File: src/sv/rc4kx_pkg.sv
`default_nettype none
package rc4kx_pkg;

    localparam int MAX_KEY_BYTES = 16;
    localparam int TABLE_SIZE    = 256;
    localparam int BYTE_W        = 8;
    localparam int TBL_ADDR_W    = $clog2(TABLE_SIZE);
    localparam int KEY_CNT_W     = $clog2(MAX_KEY_BYTES + 1);
    localparam int KEY_IDX_W     = (MAX_KEY_BYTES > 1) ? $clog2(MAX_KEY_BYTES) : 1;
    localparam int DROP_W        = 16;
    localparam int KLEN_W        = 5;
    localparam int CMD_W         = 2;
    localparam int STAT_W        = 3;
    localparam int S_TDATA_W     = 32;
    localparam int M_TDATA_W     = 8;
    localparam int Q_DEPTH       = 2;
    localparam int Q_PTR_W       = $clog2(Q_DEPTH);
    localparam int Q_CNT_W       = $clog2(Q_DEPTH + 1);

    typedef enum logic [CMD_W-1:0] {
        CMD_LOAD  = 2'd0,
        CMD_START = 2'd1,
        CMD_DATA  = 2'd2,
        CMD_NONE  = 2'd3
    } t_cmd;

    typedef enum logic [STAT_W-1:0] {
        STAT_KEY_STORED = 3'd0,
        STAT_KEY_FULL   = 3'd1,
        STAT_SCHEDULED  = 3'd2,
        STAT_DATA       = 3'd3,
        STAT_UNKEYED    = 3'd4
    } t_status;

    typedef enum logic [1:0] {
        OP_LOAD,
        OP_START,
        OP_DATA
    } t_op_kind;

    typedef struct packed {
        t_op_kind              kind;
        logic [BYTE_W-1:0]     data;
        logic [KEY_CNT_W-1:0]  klen;
        logic [DROP_W-1:0]     drop;
        logic                  fin;
    } t_op;

    typedef enum logic [3:0] {
        S_IDLE,
        S_INIT,
        S_KS_RD_N,
        S_KS_RD_J,
        S_KS_WR_N,
        S_KS_WR_J,
        S_PG_RD_I,
        S_PG_RD_J,
        S_PG_WR_I,
        S_PG_WR_J,
        S_PG_RD_T,
        S_PG_OUT,
        S_EMIT
    } t_bstate;

endpackage
`default_nettype wire

File: src/sv/rc4kx_ram.sv
`default_nettype none
module rc4kx_ram #(
    parameter int WIDTH = 8,
    parameter int DEPTH = 256
) (
    input  wire logic                     i_clk,
    input  wire logic                     i_we,
    input  wire logic [$clog2(DEPTH)-1:0] i_addr,
    input  wire logic [WIDTH-1:0]         i_wdata,
    output logic      [WIDTH-1:0]         o_rdata
);

    logic [WIDTH-1:0] r_mem [DEPTH];

    always_ff @(posedge i_clk) begin
        if (i_we) begin
            r_mem[i_addr] <= i_wdata;
        end else begin
            o_rdata <= r_mem[i_addr];
        end
    end

endmodule
`default_nettype wire

File: src/sv/rc4kx_front.sv
`default_nettype none
module rc4kx_front (
    input  wire logic                             i_clk,
    input  wire logic                             i_rst_n,
    input  wire logic                             i_s_tvalid,
    output logic                                  o_s_tready,
    input  wire logic [rc4kx_pkg::S_TDATA_W-1:0]  i_s_tdata,
    input  wire logic [rc4kx_pkg::CMD_W-1:0]      i_s_tuser,
    input  wire logic                             i_s_tlast,
    output logic                                  o_q_valid,
    input  wire logic                             i_q_ready,
    output rc4kx_pkg::t_op                        o_q_op
);

    localparam int KLEN_LO = rc4kx_pkg::BYTE_W;
    localparam int DROP_LO = KLEN_LO + rc4kx_pkg::KLEN_W;

    rc4kx_pkg::t_op                     r_q [rc4kx_pkg::Q_DEPTH];
    logic [rc4kx_pkg::Q_PTR_W-1:0]      r_wp;
    logic [rc4kx_pkg::Q_PTR_W-1:0]      r_rp;
    logic [rc4kx_pkg::Q_CNT_W-1:0]      r_cnt;

    rc4kx_pkg::t_op                     w_op;
    logic                               w_keep;
    logic [rc4kx_pkg::KLEN_W-1:0]       w_klen_raw;
    logic                               w_push;
    logic                               w_pop;

    function automatic logic [rc4kx_pkg::Q_PTR_W-1:0] ptr_next(
        input logic [rc4kx_pkg::Q_PTR_W-1:0] p
    );
        if (32'(p) == rc4kx_pkg::Q_DEPTH - 1) begin
            return '0;
        end
        return rc4kx_pkg::Q_PTR_W'(32'(p) + 1);
    endfunction

    assign w_klen_raw = i_s_tdata[DROP_LO-1:KLEN_LO];

    // classify the command and clamp the key length
    always_comb begin
        w_op.data = i_s_tdata[rc4kx_pkg::BYTE_W-1:0];
        w_op.drop = i_s_tdata[DROP_LO+rc4kx_pkg::DROP_W-1:DROP_LO];
        w_op.fin  = i_s_tlast;
        if (w_klen_raw == '0) begin
            w_op.klen = rc4kx_pkg::KEY_CNT_W'(1);
        end else if (32'(w_klen_raw) > 32'(rc4kx_pkg::MAX_KEY_BYTES)) begin
            w_op.klen = rc4kx_pkg::KEY_CNT_W'(rc4kx_pkg::MAX_KEY_BYTES);
        end else begin
            w_op.klen = rc4kx_pkg::KEY_CNT_W'(w_klen_raw);
        end
        w_keep    = 1'b1;
        w_op.kind = rc4kx_pkg::OP_DATA;
        unique case (rc4kx_pkg::t_cmd'(i_s_tuser))
            rc4kx_pkg::CMD_LOAD:  w_op.kind = rc4kx_pkg::OP_LOAD;
            rc4kx_pkg::CMD_START: w_op.kind = rc4kx_pkg::OP_START;
            rc4kx_pkg::CMD_DATA:  w_op.kind = rc4kx_pkg::OP_DATA;
            default:              w_keep    = 1'b0;
        endcase
    end

    assign o_s_tready = (32'(r_cnt) != rc4kx_pkg::Q_DEPTH);
    assign w_push     = i_s_tvalid && o_s_tready && w_keep;
    assign o_q_valid  = (r_cnt != '0);
    assign w_pop      = o_q_valid && i_q_ready;
    assign o_q_op     = r_q[r_rp];

    always_ff @(posedge i_clk) begin
        if (!i_rst_n) begin
            r_wp  <= '0;
            r_rp  <= '0;
            r_cnt <= '0;
        end else begin
            if (w_push) begin
                r_wp <= ptr_next(r_wp);
            end
            if (w_pop) begin
                r_rp <= ptr_next(r_rp);
            end
            if (w_push && !w_pop) begin
                r_cnt <= r_cnt + rc4kx_pkg::Q_CNT_W'(1);
            end else if (!w_push && w_pop) begin
                r_cnt <= r_cnt - rc4kx_pkg::Q_CNT_W'(1);
            end
        end
    end

    always_ff @(posedge i_clk) begin
        if (w_push) begin
            r_q[r_wp] <= w_op;
        end
    end

endmodule
`default_nettype wire

File: src/sv/rc4kx_back.sv
`default_nettype none
module rc4kx_back (
    input  wire logic                             i_clk,
    input  wire logic                             i_rst_n,
    input  wire logic                             i_q_valid,
    output logic                                  o_q_ready,
    input  wire rc4kx_pkg::t_op                   i_q_op,
    output logic                                  o_m_tvalid,
    input  wire logic                             i_m_tready,
    output logic [rc4kx_pkg::M_TDATA_W-1:0]       o_m_tdata,
    output logic [rc4kx_pkg::STAT_W-1:0]          o_m_tuser,
    output logic                                  o_m_tlast
);

    localparam int BW = rc4kx_pkg::BYTE_W;
    localparam int AW = rc4kx_pkg::TBL_ADDR_W;

    rc4kx_pkg::t_bstate                 r_state;
    rc4kx_pkg::t_bstate                 n_state;
    rc4kx_pkg::t_op                     r_op;
    logic [AW-1:0]                      r_i, n_i;
    logic [AW-1:0]                      r_j, n_j;
    logic [AW-1:0]                      r_n, n_n;
    logic [BW-1:0]                      r_a, n_a;
    logic [BW-1:0]                      r_b, n_b;
    logic [rc4kx_pkg::KEY_IDX_W-1:0]    r_k, n_k;
    logic [rc4kx_pkg::DROP_W-1:0]       r_cnt, n_cnt;
    logic [rc4kx_pkg::KEY_CNT_W-1:0]    r_fill, n_fill;
    logic                               r_keyed, n_keyed;
    logic [BW-1:0]                      r_key [rc4kx_pkg::MAX_KEY_BYTES];
    logic [BW-1:0]                      r_res_byte, n_res_byte;
    rc4kx_pkg::t_status                 r_res_stat, n_res_stat;
    logic                               r_res_last, n_res_last;
    logic                               r_ovalid, n_ovalid;
    logic [BW-1:0]                      r_obyte, n_obyte;
    rc4kx_pkg::t_status                 r_ostat, n_ostat;
    logic                               r_olast, n_olast;

    logic                               w_key_we;
    logic                               w_pop;
    logic                               w_out_free;
    logic                               w_full;
    logic                               w_tbl_last;
    logic                               w_drop_last;
    logic                               w_ram_we;
    logic [AW-1:0]                      w_ram_addr;
    logic [BW-1:0]                      w_ram_wdata;
    logic [BW-1:0]                      w_ram_rdata;
    logic [rc4kx_pkg::KEY_CNT_W-1:0]    w_k_inc;

    rc4kx_ram #(
        .WIDTH (BW),
        .DEPTH (rc4kx_pkg::TABLE_SIZE)
    ) u_perm (
        .i_clk   (i_clk),
        .i_we    (w_ram_we),
        .i_addr  (w_ram_addr),
        .i_wdata (w_ram_wdata),
        .o_rdata (w_ram_rdata)
    );

    assign o_q_ready   = (r_state == rc4kx_pkg::S_IDLE);
    assign w_pop       = i_q_valid && o_q_ready;
    assign w_out_free  = !r_ovalid || i_m_tready;
    assign w_full      = (r_fill == rc4kx_pkg::KEY_CNT_W'(rc4kx_pkg::MAX_KEY_BYTES));
    assign w_tbl_last  = (r_n == '1);
    assign w_drop_last = (r_cnt == rc4kx_pkg::DROP_W'(1));
    assign w_k_inc     = rc4kx_pkg::KEY_CNT_W'(r_k) + rc4kx_pkg::KEY_CNT_W'(1);

    assign o_m_tvalid = r_ovalid;
    assign o_m_tdata  = r_obyte;
    assign o_m_tuser  = r_ostat;
    assign o_m_tlast  = r_olast;

    always_comb begin
        n_state = r_state;
        unique case (r_state)
            rc4kx_pkg::S_IDLE: begin
                if (i_q_valid) begin
                    unique case (i_q_op.kind)
                        rc4kx_pkg::OP_START: n_state = rc4kx_pkg::S_INIT;
                        rc4kx_pkg::OP_DATA:  n_state = r_keyed ? rc4kx_pkg::S_PG_RD_I
                                                               : rc4kx_pkg::S_EMIT;
                        default:             n_state = rc4kx_pkg::S_EMIT;
                    endcase
                end
            end
            rc4kx_pkg::S_INIT:    if (w_tbl_last) n_state = rc4kx_pkg::S_KS_RD_N;
            rc4kx_pkg::S_KS_RD_N: n_state = rc4kx_pkg::S_KS_RD_J;
            rc4kx_pkg::S_KS_RD_J: n_state = rc4kx_pkg::S_KS_WR_N;
            rc4kx_pkg::S_KS_WR_N: n_state = rc4kx_pkg::S_KS_WR_J;
            rc4kx_pkg::S_KS_WR_J: begin
                if (!w_tbl_last) begin
                    n_state = rc4kx_pkg::S_KS_RD_N;
                end else if (r_op.drop != '0) begin
                    n_state = rc4kx_pkg::S_PG_RD_I;
                end else begin
                    n_state = rc4kx_pkg::S_EMIT;
                end
            end
            rc4kx_pkg::S_PG_RD_I: n_state = rc4kx_pkg::S_PG_RD_J;
            rc4kx_pkg::S_PG_RD_J: n_state = rc4kx_pkg::S_PG_WR_I;
            rc4kx_pkg::S_PG_WR_I: n_state = rc4kx_pkg::S_PG_WR_J;
            rc4kx_pkg::S_PG_WR_J: n_state = rc4kx_pkg::S_PG_RD_T;
            rc4kx_pkg::S_PG_RD_T: n_state = rc4kx_pkg::S_PG_OUT;
            rc4kx_pkg::S_PG_OUT: begin
                if (r_op.kind == rc4kx_pkg::OP_START && !w_drop_last) begin
                    n_state = rc4kx_pkg::S_PG_RD_I;
                end else begin
                    n_state = rc4kx_pkg::S_EMIT;
                end
            end
            rc4kx_pkg::S_EMIT:    if (w_out_free) n_state = rc4kx_pkg::S_IDLE;
            default:              n_state = rc4kx_pkg::S_IDLE;
        endcase
    end

    always_comb begin
        n_i         = r_i;
        n_j         = r_j;
        n_n         = r_n;
        n_a         = r_a;
        n_b         = r_b;
        n_k         = r_k;
        n_cnt       = r_cnt;
        n_fill      = r_fill;
        n_keyed     = r_keyed;
        n_res_byte  = r_res_byte;
        n_res_stat  = r_res_stat;
        n_res_last  = r_res_last;
        n_ovalid    = r_ovalid && !i_m_tready;
        n_obyte     = r_obyte;
        n_ostat     = r_ostat;
        n_olast     = r_olast;
        w_key_we    = 1'b0;
        w_ram_we    = 1'b0;
        w_ram_addr  = r_n;
        w_ram_wdata = r_n;
        unique case (r_state)
            rc4kx_pkg::S_IDLE: begin
                n_res_byte = '0;
                n_res_last = 1'b0;
                n_n        = '0;
                if (w_pop) begin
                    unique case (i_q_op.kind)
                        rc4kx_pkg::OP_LOAD: begin
                            if (w_full) begin
                                n_res_stat = rc4kx_pkg::STAT_KEY_FULL;
                            end else begin
                                w_key_we   = 1'b1;
                                n_fill     = r_fill + rc4kx_pkg::KEY_CNT_W'(1);
                                n_res_stat = rc4kx_pkg::STAT_KEY_STORED;
                            end
                        end
                        rc4kx_pkg::OP_START: begin
                            n_res_stat = rc4kx_pkg::STAT_SCHEDULED;
                        end
                        default: begin
                            n_res_byte = i_q_op.data;
                            n_res_last = i_q_op.fin;
                            n_res_stat = r_keyed ? rc4kx_pkg::STAT_DATA
                                                 : rc4kx_pkg::STAT_UNKEYED;
                        end
                    endcase
                end
            end
            rc4kx_pkg::S_INIT: begin
                // identity fill
                w_ram_we    = 1'b1;
                n_n         = r_n + AW'(1);
                n_j         = '0;
                n_k         = '0;
            end
            rc4kx_pkg::S_KS_RD_N: begin
                w_ram_addr = r_n;
            end
            rc4kx_pkg::S_KS_RD_J: begin
                n_a        = w_ram_rdata;
                n_j        = AW'(r_j + w_ram_rdata + r_key[r_k]);
                w_ram_addr = n_j;
            end
            rc4kx_pkg::S_KS_WR_N: begin
                w_ram_we    = 1'b1;
                w_ram_addr  = r_n;
                w_ram_wdata = w_ram_rdata;
            end
            rc4kx_pkg::S_KS_WR_J: begin
                w_ram_we    = 1'b1;
                w_ram_addr  = r_j;
                w_ram_wdata = r_a;
                n_n         = r_n + AW'(1);
                if (w_k_inc >= r_op.klen) begin
                    n_k = '0;
                end else begin
                    n_k = rc4kx_pkg::KEY_IDX_W'(w_k_inc);
                end
                if (w_tbl_last) begin
                    n_i     = '0;
                    n_j     = '0;
                    n_fill  = '0;
                    n_keyed = 1'b1;
                    n_cnt   = r_op.drop;
                end
            end
            rc4kx_pkg::S_PG_RD_I: begin
                n_i        = r_i + AW'(1);
                w_ram_addr = n_i;
            end
            rc4kx_pkg::S_PG_RD_J: begin
                n_a        = w_ram_rdata;
                n_j        = AW'(r_j + w_ram_rdata);
                w_ram_addr = n_j;
            end
            rc4kx_pkg::S_PG_WR_I: begin
                n_b         = w_ram_rdata;
                w_ram_we    = 1'b1;
                w_ram_addr  = r_i;
                w_ram_wdata = w_ram_rdata;
            end
            rc4kx_pkg::S_PG_WR_J: begin
                w_ram_we    = 1'b1;
                w_ram_addr  = r_j;
                w_ram_wdata = r_a;
            end
            rc4kx_pkg::S_PG_RD_T: begin
                w_ram_addr = AW'(r_a + r_b);
            end
            rc4kx_pkg::S_PG_OUT: begin
                // keystream byte is on the read port now
                if (r_op.kind == rc4kx_pkg::OP_START) begin
                    n_cnt = r_cnt - rc4kx_pkg::DROP_W'(1);
                end else begin
                    n_res_byte = r_op.data ^ w_ram_rdata;
                end
            end
            rc4kx_pkg::S_EMIT: begin
                if (w_out_free) begin
                    n_ovalid = 1'b1;
                    n_obyte  = r_res_byte;
                    n_ostat  = r_res_stat;
                    n_olast  = r_res_last;
                end
            end
            default: begin
            end
        endcase
    end

    always_ff @(posedge i_clk) begin
        if (!i_rst_n) begin
            r_state  <= rc4kx_pkg::S_IDLE;
            r_ovalid <= 1'b0;
            r_i      <= '0;
            r_j      <= '0;
            r_fill   <= '0;
            r_keyed  <= 1'b0;
            for (int e = 0; e < rc4kx_pkg::MAX_KEY_BYTES; e++) begin
                r_key[e] <= '0;
            end
        end else begin
            r_state  <= n_state;
            r_ovalid <= n_ovalid;
            r_i      <= n_i;
            r_j      <= n_j;
            r_fill   <= n_fill;
            r_keyed  <= n_keyed;
            if (w_key_we) begin
                r_key[r_fill[rc4kx_pkg::KEY_IDX_W-1:0]] <= i_q_op.data;
            end
        end
    end

    always_ff @(posedge i_clk) begin
        if (w_pop) begin
            r_op <= i_q_op;
        end
        r_n        <= n_n;
        r_a        <= n_a;
        r_b        <= n_b;
        r_k        <= n_k;
        r_cnt      <= n_cnt;
        r_res_byte <= n_res_byte;
        r_res_stat <= n_res_stat;
        r_res_last <= n_res_last;
        r_obyte    <= n_obyte;
        r_ostat    <= n_ostat;
        r_olast    <= n_olast;
    end

endmodule
`default_nettype wire

File: src/sv/rc4_keystream_xor.sv
// channel  | dir | tdata                                   | tuser      | tlast
// s        | in  | data_byte, key_length, drop_count       | cmd        | final_byte
// m        | out | out_byte                                | status     | last
//
// a key load or an unkeyed data byte goes from idle straight to the result; a keyed data byte
// is sequenced on the single-port state table ram (two reads, two swap writes, one output read)
// a start runs an identity fill, 256 schedule steps (read n, read j, write n, write j), then
// the same ram sequence as a keyed data byte for each dropped keystream byte
// reset is synchronous, active low; the state table is not cleared
// a two-entry queue sits between decode and the ram sequencer; a result waiting in
// the output register stalls only the sequencer, the queue keeps taking transfers until full
`default_nettype none
module rc4_keystream_xor (
    input  wire logic                             i_clk,
    input  wire logic                             i_rst_n,
    input  wire logic                             i_s_tvalid,
    output logic                                  o_s_tready,
    // [7:0] data_byte, [12:8] key_length, [28:13] drop_count, [31:29] zero
    input  wire logic [rc4kx_pkg::S_TDATA_W-1:0]  i_s_tdata,
    // [1:0] cmd
    input  wire logic [rc4kx_pkg::CMD_W-1:0]      i_s_tuser,
    input  wire logic                             i_s_tlast,
    output logic                                  o_m_tvalid,
    input  wire logic                             i_m_tready,
    // [7:0] out_byte
    output logic [rc4kx_pkg::M_TDATA_W-1:0]       o_m_tdata,
    // [2:0] status
    output logic [rc4kx_pkg::STAT_W-1:0]          o_m_tuser,
    output logic                                  o_m_tlast
);

    logic           w_q_valid;
    logic           w_q_ready;
    rc4kx_pkg::t_op w_q_op;

    rc4kx_front u_front (
        .i_clk      (i_clk),
        .i_rst_n    (i_rst_n),
        .i_s_tvalid (i_s_tvalid),
        .o_s_tready (o_s_tready),
        .i_s_tdata  (i_s_tdata),
        .i_s_tuser  (i_s_tuser),
        .i_s_tlast  (i_s_tlast),
        .o_q_valid  (w_q_valid),
        .i_q_ready  (w_q_ready),
        .o_q_op     (w_q_op)
    );

    rc4kx_back u_back (
        .i_clk      (i_clk),
        .i_rst_n    (i_rst_n),
        .i_q_valid  (w_q_valid),
        .o_q_ready  (w_q_ready),
        .i_q_op     (w_q_op),
        .o_m_tvalid (o_m_tvalid),
        .i_m_tready (i_m_tready),
        .o_m_tdata  (o_m_tdata),
        .o_m_tuser  (o_m_tuser),
        .o_m_tlast  (o_m_tlast)
    );

    a_status_range: assert property (@(posedge i_clk) disable iff (!i_rst_n)
        o_m_tvalid |-> (o_m_tuser <= rc4kx_pkg::STAT_UNKEYED))
        else $error("status code out of range");

    a_non_data_zero: assert property (@(posedge i_clk) disable iff (!i_rst_n)
        (o_m_tvalid && (o_m_tuser == rc4kx_pkg::STAT_KEY_STORED
                     || o_m_tuser == rc4kx_pkg::STAT_KEY_FULL
                     || o_m_tuser == rc4kx_pkg::STAT_SCHEDULED))
        |-> (o_m_tdata == '0 && !o_m_tlast))
        else $error("non-data result carries payload");

    a_one_op_at_a_time: assert property (@(posedge i_clk) disable iff (!i_rst_n)
        (w_q_valid && w_q_ready) |=> !w_q_ready)
        else $error("sequencer took a second op before finishing");

endmodule
`default_nettype wire
File: config.mk
export PLATFORM = sky130hd
export DESIGN_NAME = rc4_keystream_xor
export DESIGN_NICKNAME = d
export VERILOG_FILES = /design/src/sv/rc4kx_pkg.sv /design/src/sv/rc4kx_ram.sv /design/src/sv/rc4kx_front.sv /design/src/sv/rc4kx_back.sv /design/src/sv/rc4_keystream_xor.sv
export SDC_FILE = /design/constraint.sdc
export NUM_CORES = 2
export LEC_CHECK = 0
export ABC_AREA = 1
export BUFFER_PORTS_ARGS = -buffer_cell sky130_fd_sc_hd__buf_2
export CAP_MARGIN = 40
export CORE_MARGIN = 8
export CORE_UTILIZATION = 48
export DETAILED_ROUTE_END_ITERATION = 12
export PLACE_DENSITY_LB_ADDON = 0.25
export RECOVER_POWER = 25
export SYNTH_ARGS = -nofsm -noshare
export SYNTH_HDL_FRONTEND = slang
export SYNTH_SLANG_ARGS = --single-unit
File: constraint.sdc
create_clock -name i_clk -period 15.4 [get_ports i_clk]
set_clock_uncertainty 0.15 [all_clocks]
set_input_delay 1.54 -clock i_clk [delete_from_list [all_inputs] [get_ports i_clk]]
set_output_delay 1.54 -clock i_clk [all_outputs]
set_load 0.005 [all_outputs]
; ---- After elaboration in Yosys (flattened, before gate mapping)
; Memory sizes are Yosys's and may differ from the RTL's. A register that Yosys moved wholly into a read port is not among the register bits.
; Cells that the tools add are included.
[word_totals]
regBits = 130
ram_bits = 2240
input_bits = 39
out_inout_bits = 14
word_cells = 188
mem_count = 3
[op_classes]
add_sub_neg = 12
magnitude_cmp = 2
eq_ne = 30
muxes = 69
bitwise_logic = 2
reduce_logical = 46
[mem_list]
columns = memory, depth, width, read_ports, rd_clocked_by_memory_dff, wr, line_no
row1 = u_back.u_perm.r_mem, 256, 8, 1, 1, 1, rc4kx_ram.sv:13  ; logic [WIDTH-1:0] r_mem [DEPTH];
row2 = u_back.r_key, 16, 8, 1, 1, 16, rc4kx_back.sv:30  ; logic [BW-1:0] r_key [rc4kx_pkg::MAX_KEY_BYTES];
row3 = u_front.r_q, 2, 32, 1, 1, 1, rc4kx_front.sv:18  ; rc4kx_pkg::t_op r_q [rc4kx_pkg::Q_DEPTH];
[ops]
columns = cell, count
row1 = one-hot mux 8 bit (2 select lines), 4
row2 = one-hot mux 4 bit (13 select lines), 1
row3 = one-hot mux 8 bit (6 select lines), 1
row4 = two-way mux 4 bit, 10
row5 = two-way mux 8 bit, 5
row6 = two-way mux 16 bit, 2
row7 = one-hot mux 16 bit (2 select lines), 1
row8 = one-hot mux 8 bit (4 select lines), 1
row9 = two-way mux 1 bit, 30
row10 = two-way mux 5 bit, 6
row11 = adder 8 bit, 3
row12 = "== test 4 bit, second input constant", 5
row13 = "adder 8 x 1 -> 8 bit, second input constant", 2
row14 = "== test 16 x 1 -> 1 bit, second input constant", 1
row15 = "== test 4 x 3 -> 1 bit, second input constant", 4
row16 = one-hot mux 4 bit (2 select lines), 2
row17 = nonzero test 16 bit, 1
row18 = nonzero test 2 bit, 8
row19 = "subtractor 16 x 1 -> 16 bit, second input constant", 1
row20 = AND reduction 2 bit, 6
row21 = "!= test 2 x 1 -> 1 bit, second input constant", 5
row22 = "!= test 2 bit, second input constant", 5
row23 = one-hot mux 5 bit (2 select lines), 1
row24 = OR reduction 2 bit, 5
row25 = 31 further kinds, 51

; ---- Logic depth before layout (Yosys ltp)
[depth]
word_depth = 10
mapped_depth = 31

; ---- Modules after synthesis
; From an unflattened synthesis, not the netlist that was laid out.
[unflattened]
hier_cells = 9512
hier_area_um2 = 100750.4
[modules_own_cells]
columns = mod, instances, cells_each, area_each_um2
row1 = rc4kx_ram, 1, 8022, 84956.5
row2 = rc4kx_back, 1, 1338, 13013.7
row3 = rc4kx_front, 1, 152, 2780.2

; ---- Worst setup path after synthesis
; OpenSTA, ideal clock, no wires.
[synth_timing]
path_kind = register to register
start = reg u_back.r_state[3]
end = mem u_back.u_perm.r_mem[0][1] (data pin)
setup_ns = 1.534
t_arrival_ns = 7.496
t_required_ns = 13.716
setup_slack_ns = 6.220
path_stages_with_launch = 5
path_buffers = 0
synth_period_minus_slack_ns = 9.180
cell_sequence = dfxtp_1 inv_2 nand2_1 nand3_2 o211ai_1
[synth_via]
elab_chain_len = 3
word_cells_on_any_way = 7
[synth_lines]
columns = item, line_no
row1 = from (decl), rc4kx_back.sv:18  ; rc4kx_pkg::t_bstate r_state;
row2 = from (signal assigned), rc4kx_back.sv:251  ; r_state <= rc4kx_pkg::S_IDLE;
row3 = from (signal assigned), rc4kx_back.sv:261  ; r_state <= n_state;
row4 = == test 4 bit or == test 4 x 3 -> 1 bit (tied branches), rc4kx_back.sv:139  ; unique case (r_state)
row5 = OR reduction 2 bit (no line), --
row6 = one-hot mux 8 bit (2 select lines) *, rc4kx_back.sv:139
row7 = net u_back.u_perm.i_wdata[1], rc4kx_ram.sv:9  ; input wire logic [WIDTH-1:0] i_wdata,
row8 = to (decl), rc4kx_ram.sv:13
; Mark *: on every way through the listed nets, which the timed path passes. The rest lies on a longest branch.

; ---- Final worst setup path
[layout_timing]
start = reg u_back.r_state[3]
end = mem u_back.u_perm.r_mem[100][6] (data pin)
; Same word-level chain as after synthesis.

==> results by group <==
Run status
  • Status: finished, violations left
  • Violated checks: max-capacitance violations, max-slew violations

Routing
  • Post-route ant nets: 0
  • Vias/cell: 5.410
  • Vias after detailed routing: 69.96k
  • Drt initial violations: 7,454
  • Aggregate routed wire length: 269.9 mm
  • Wire per inst: 20.87 um
  • DRC Markers: 0
  • Router iterations before antenna repair: 6

Die
  • Die area: 228,600 um^2
  • Die span in y: 478.1 um
  • Core area: 212,300 um^2
  • I/O pin cnt: 53
  • Standard-cell row count: 169
  • Starting density of the core: 48.28%
  • Horizontal die dimension: 478.1 um

GRT
  • First-pass GRT wire length: 407.7 mm
  • GR Overflow Total: 0
  • Initial antenna violation count: 10
  • Overall track demand over capacity in global routing: 22.91%
  • Number of global-route vias before repair: 66.66k
  • Largest net degree at the start of global routing: 205

Yosys
  • Post-synthesis cell area: 102,500 um^2
  • Most used DFF post-synth: edfxtp_1
  • Warnings, synthesis: 0
  • Share of flip-flops with an asynchronous set or reset: 0%
  • Number of storage elements in the synthesis netlist: 2,383
  • Synth Instances: 10.03k
  • Number of flops mapped to enable cells by yosys: 2,347
  • Multiplexer fraction of the synthesized cell area: 0.3137%
  • Adder-cell area share of the yosys netlist: 0.4980%
  • Post-Syn Nets: 10.10k
  • Fraction of the mapped netlist area in simple logic gates: 24.53%
  • Largest family of logic cells by synthesized area: simple AND/OR/NAND/NOR gates
  • Proportion of synthesized chip area in sequential cells: 69.46%
  • Average cell area after synthesis: 10.22 um^2
  • XOR/XNOR Fraction of Synth Area: 0.2649%
  • Synthesized-area fraction occupied by ao, oa, aoi and oai cells: 1.958%
  • Number of library cell types mapped by synthesis: 55

Worst setup path
  • Critical path peak fanout: 153
  • Setup crit start kind: flip-flop
  • Worst Setup End Kind: flip-flop
  • Required time at the worst-slack endpoint: 14.71 ns
  • Arrival time of the worst setup path: 9.72 ns
  • Category of the most critical setup path: reg -> reg

Layout
  • Layout net count: 9,980
  • Area taken by flip-flops and latches: 71,200 um^2
  • Area of the multi-input gates: 28,410 um^2
  • Fraction of final layout cells sized beyond drive strength 1: 5.206%
  • Post-synthesis to final-layout area growth: 10.33%
  • Fillers: 18.41k
  • Share of the core filled with cells in the final layout: 53.27%
  • Number of non-filler instances in the completed layout: 12.93k

Place
  • Placed Cells: 12.49k
  • Routability-driven placement congestion ratio: 0.8551
  • Port Buffer Count: 49
  • Final HPWL from detailed placement: 153.1 mm
  • Pre-CTS WS: 7.768 ns

Clock network
  • TritonCTS clock tree: done
  • Hold-fix buffers at CTS: 0
  • Cts bufs inserted: 234
  • CTS clock-pin slew for the worst setup and hold paths: 0.06 ns
  • Clock insertion delay at the later pin of the skew report: 0.87 ns
  • H-tree level count: 4
  • Clock Root Buffer: clkbuf_16
  • Count of buffers added by post-CTS timing repair for setup: 0
  • Max Buffers Root-to-Sink: 3
  • Post-cts sizing count: 0
  • TritonCTS Sinks: 2,383

STA
  • Period utilisation layout: 67.56%
  • Slew headroom: -448.8%
  • Final Worst Setup Slack: 4.996 ns
  • RSZ-0062 raised after global routing: false
  • Max frequency: 96.12 MHz
  • Final slew viol count: 1,095
  • Setup TNS after final layout: 0 ns
  • Finish-stage setup viols: 0
  • Hold violation total from the final report: 0
  • Actual transition at the worst max-transition pin: 8.233 ns
  • Shortest clock period the worst path allows after layout: 10.40 ns

Worst hold path
  • Type of the tightest min-delay check: reg -> reg

Flow run
  • Max-capacitance violation count: 21
[routing by layer]
layer	part of all wire, %	vias up	GRT usage (%)
li1	-	33020	-
met3	8.7	516	4.184
met1	42	33510	31.87
met5	0.016	-	0
met2	46	2903	36.22
met4	3.7	8	8.470
[cell usage in the layout (no fill, tap or decap), types with 51 or more instances in the layout]
cell / instances
a21oi_1: 80
buf_4: 70
clkbuf_1: 113
clkbuf_16: 235
clkinv_1: 56
clkinv_2: 51
edfxtp_1: 2347
inv_1: 164
nand2_1: 5220
nand3_1: 573
nor2_1: 571
o21ai_0: 132
o21ai_1: 86
[synth_stat cells, types with 3 or more instances]
cell type  instances  share of area [%]
nand2_1         5237                 19
nor2_1           572                2.1
nor2_2             6              0.037
inv_2             11              0.040
clkinv_1           3              0.011
edfxtp_1        2347                 69
ha_1              36               0.44
inv_1            161               0.59
nor3_2             4              0.039
xor2_1            16               0.14
o22ai_1            5              0.031
nand3b_1           4              0.029
o21ai_1           94               0.46
buf_4              3              0.022
buf_6              3              0.033
dfxtp_1           36               0.70
buf_2            249                1.2
or2_2             14              0.085
o21ai_0          132               0.64
xnor2_1           15               0.13
nand3_1          574                2.8
mux2i_1           31               0.30
buf_1             55               0.20
a31oi_1            6              0.037
a21oi_1           82               0.40
clkbuf_1         230               0.84
fa_1               3              0.059
nor4_1             4              0.024
nor3_1            16              0.078
o211ai_1          28               0.21
o32ai_1            8              0.068
nand4_1           10              0.061
nand3_2            3              0.029
[state kept, by name (all words and copies together) (netlist names), 3 cells and up, named ones only]
register	flops
u_back.r_k	4
u_back.r_res_byte	8
u_back.r_n	8
u_back.u_perm.o_rdata	8
u_back.r_cnt	16
u_back.u_perm.r_mem	2048
u_back.r_j	8
u_back.o_m_tuser	3
u_back.o_m_tdata	8
u_back.r_i	8
u_back.r_state	4
u_back.r_a	8
u_back.r_b	8
u_back.r_op	31
u_back.r_res_stat	3
u_back.r_fill	5
u_back.r_key	128
u_front.r_q	64
[path summary, 6_finish.rpt]
kind                                      startpoint                          end  slack (ns)  cells past startpoint
worst min register to register  u_back.r_res_byte[3]          u_back.o_m_tdata[3]        0.27                      0
worst min-delay path            u_back.r_res_byte[3]          u_back.o_m_tdata[3]        0.27                      0
worst max-delay path               u_back.r_state[3]  u_back.u_perm.r_mem[100][6]        5.00                      7
worst max register to register     u_back.r_state[3]  u_back.u_perm.r_mem[100][6]        5.00                      7
[logic make-up after synthesis]
| group | after synthesis |
|---|---|
| buffers and inverters | 719 |
| AND/OR/NAND/NOR | 6453 |
| XOR/XNOR | 31 |
| flip-flops | 2383 |
| adder cells (fa/ha/maj) | 39 |
| multiplexers | 32 |
| AO/OA/AOI/OAI | 369 |
[stage by stage]
stage / cell area (um^2) / hold WS [ns]
finish: 113100 / 0.2698
global route: 113100 / 0.2875
CTS: 113500 / 0.2704
detailed placement: 105800 / 0.2572
global placement: 105100 / 0.2572
floorplan: 102500 / 0.2503
[final cells by class]
class / instances / share of cell area, %
sequential: 2383 / 62.96
multi-input combinational: 6924 / 25.12
clock buffer: 277 / 5.339
tap: 2821 / 3.121
clock inverter: 160 / 1.488
timing repair buffer: 183 / 1.348
inverter: 176 / 0.6052
antenna: 7 / 0.01549
[critical path, stage by stage, from the launching register on]
cell and delay [ns]:
dfxtp_1 0.46, inv_1 0.13, nand2_1 0.18, nand3_1 0.34
nor2_1 0.66, nand2_1 0.12, nand3_1 0.96, clkbuf_1 5.72
Power is left out: the tool's default activity adds up to more than one toggle a clock period on the data nets, which glitch-free logic cannot reach.
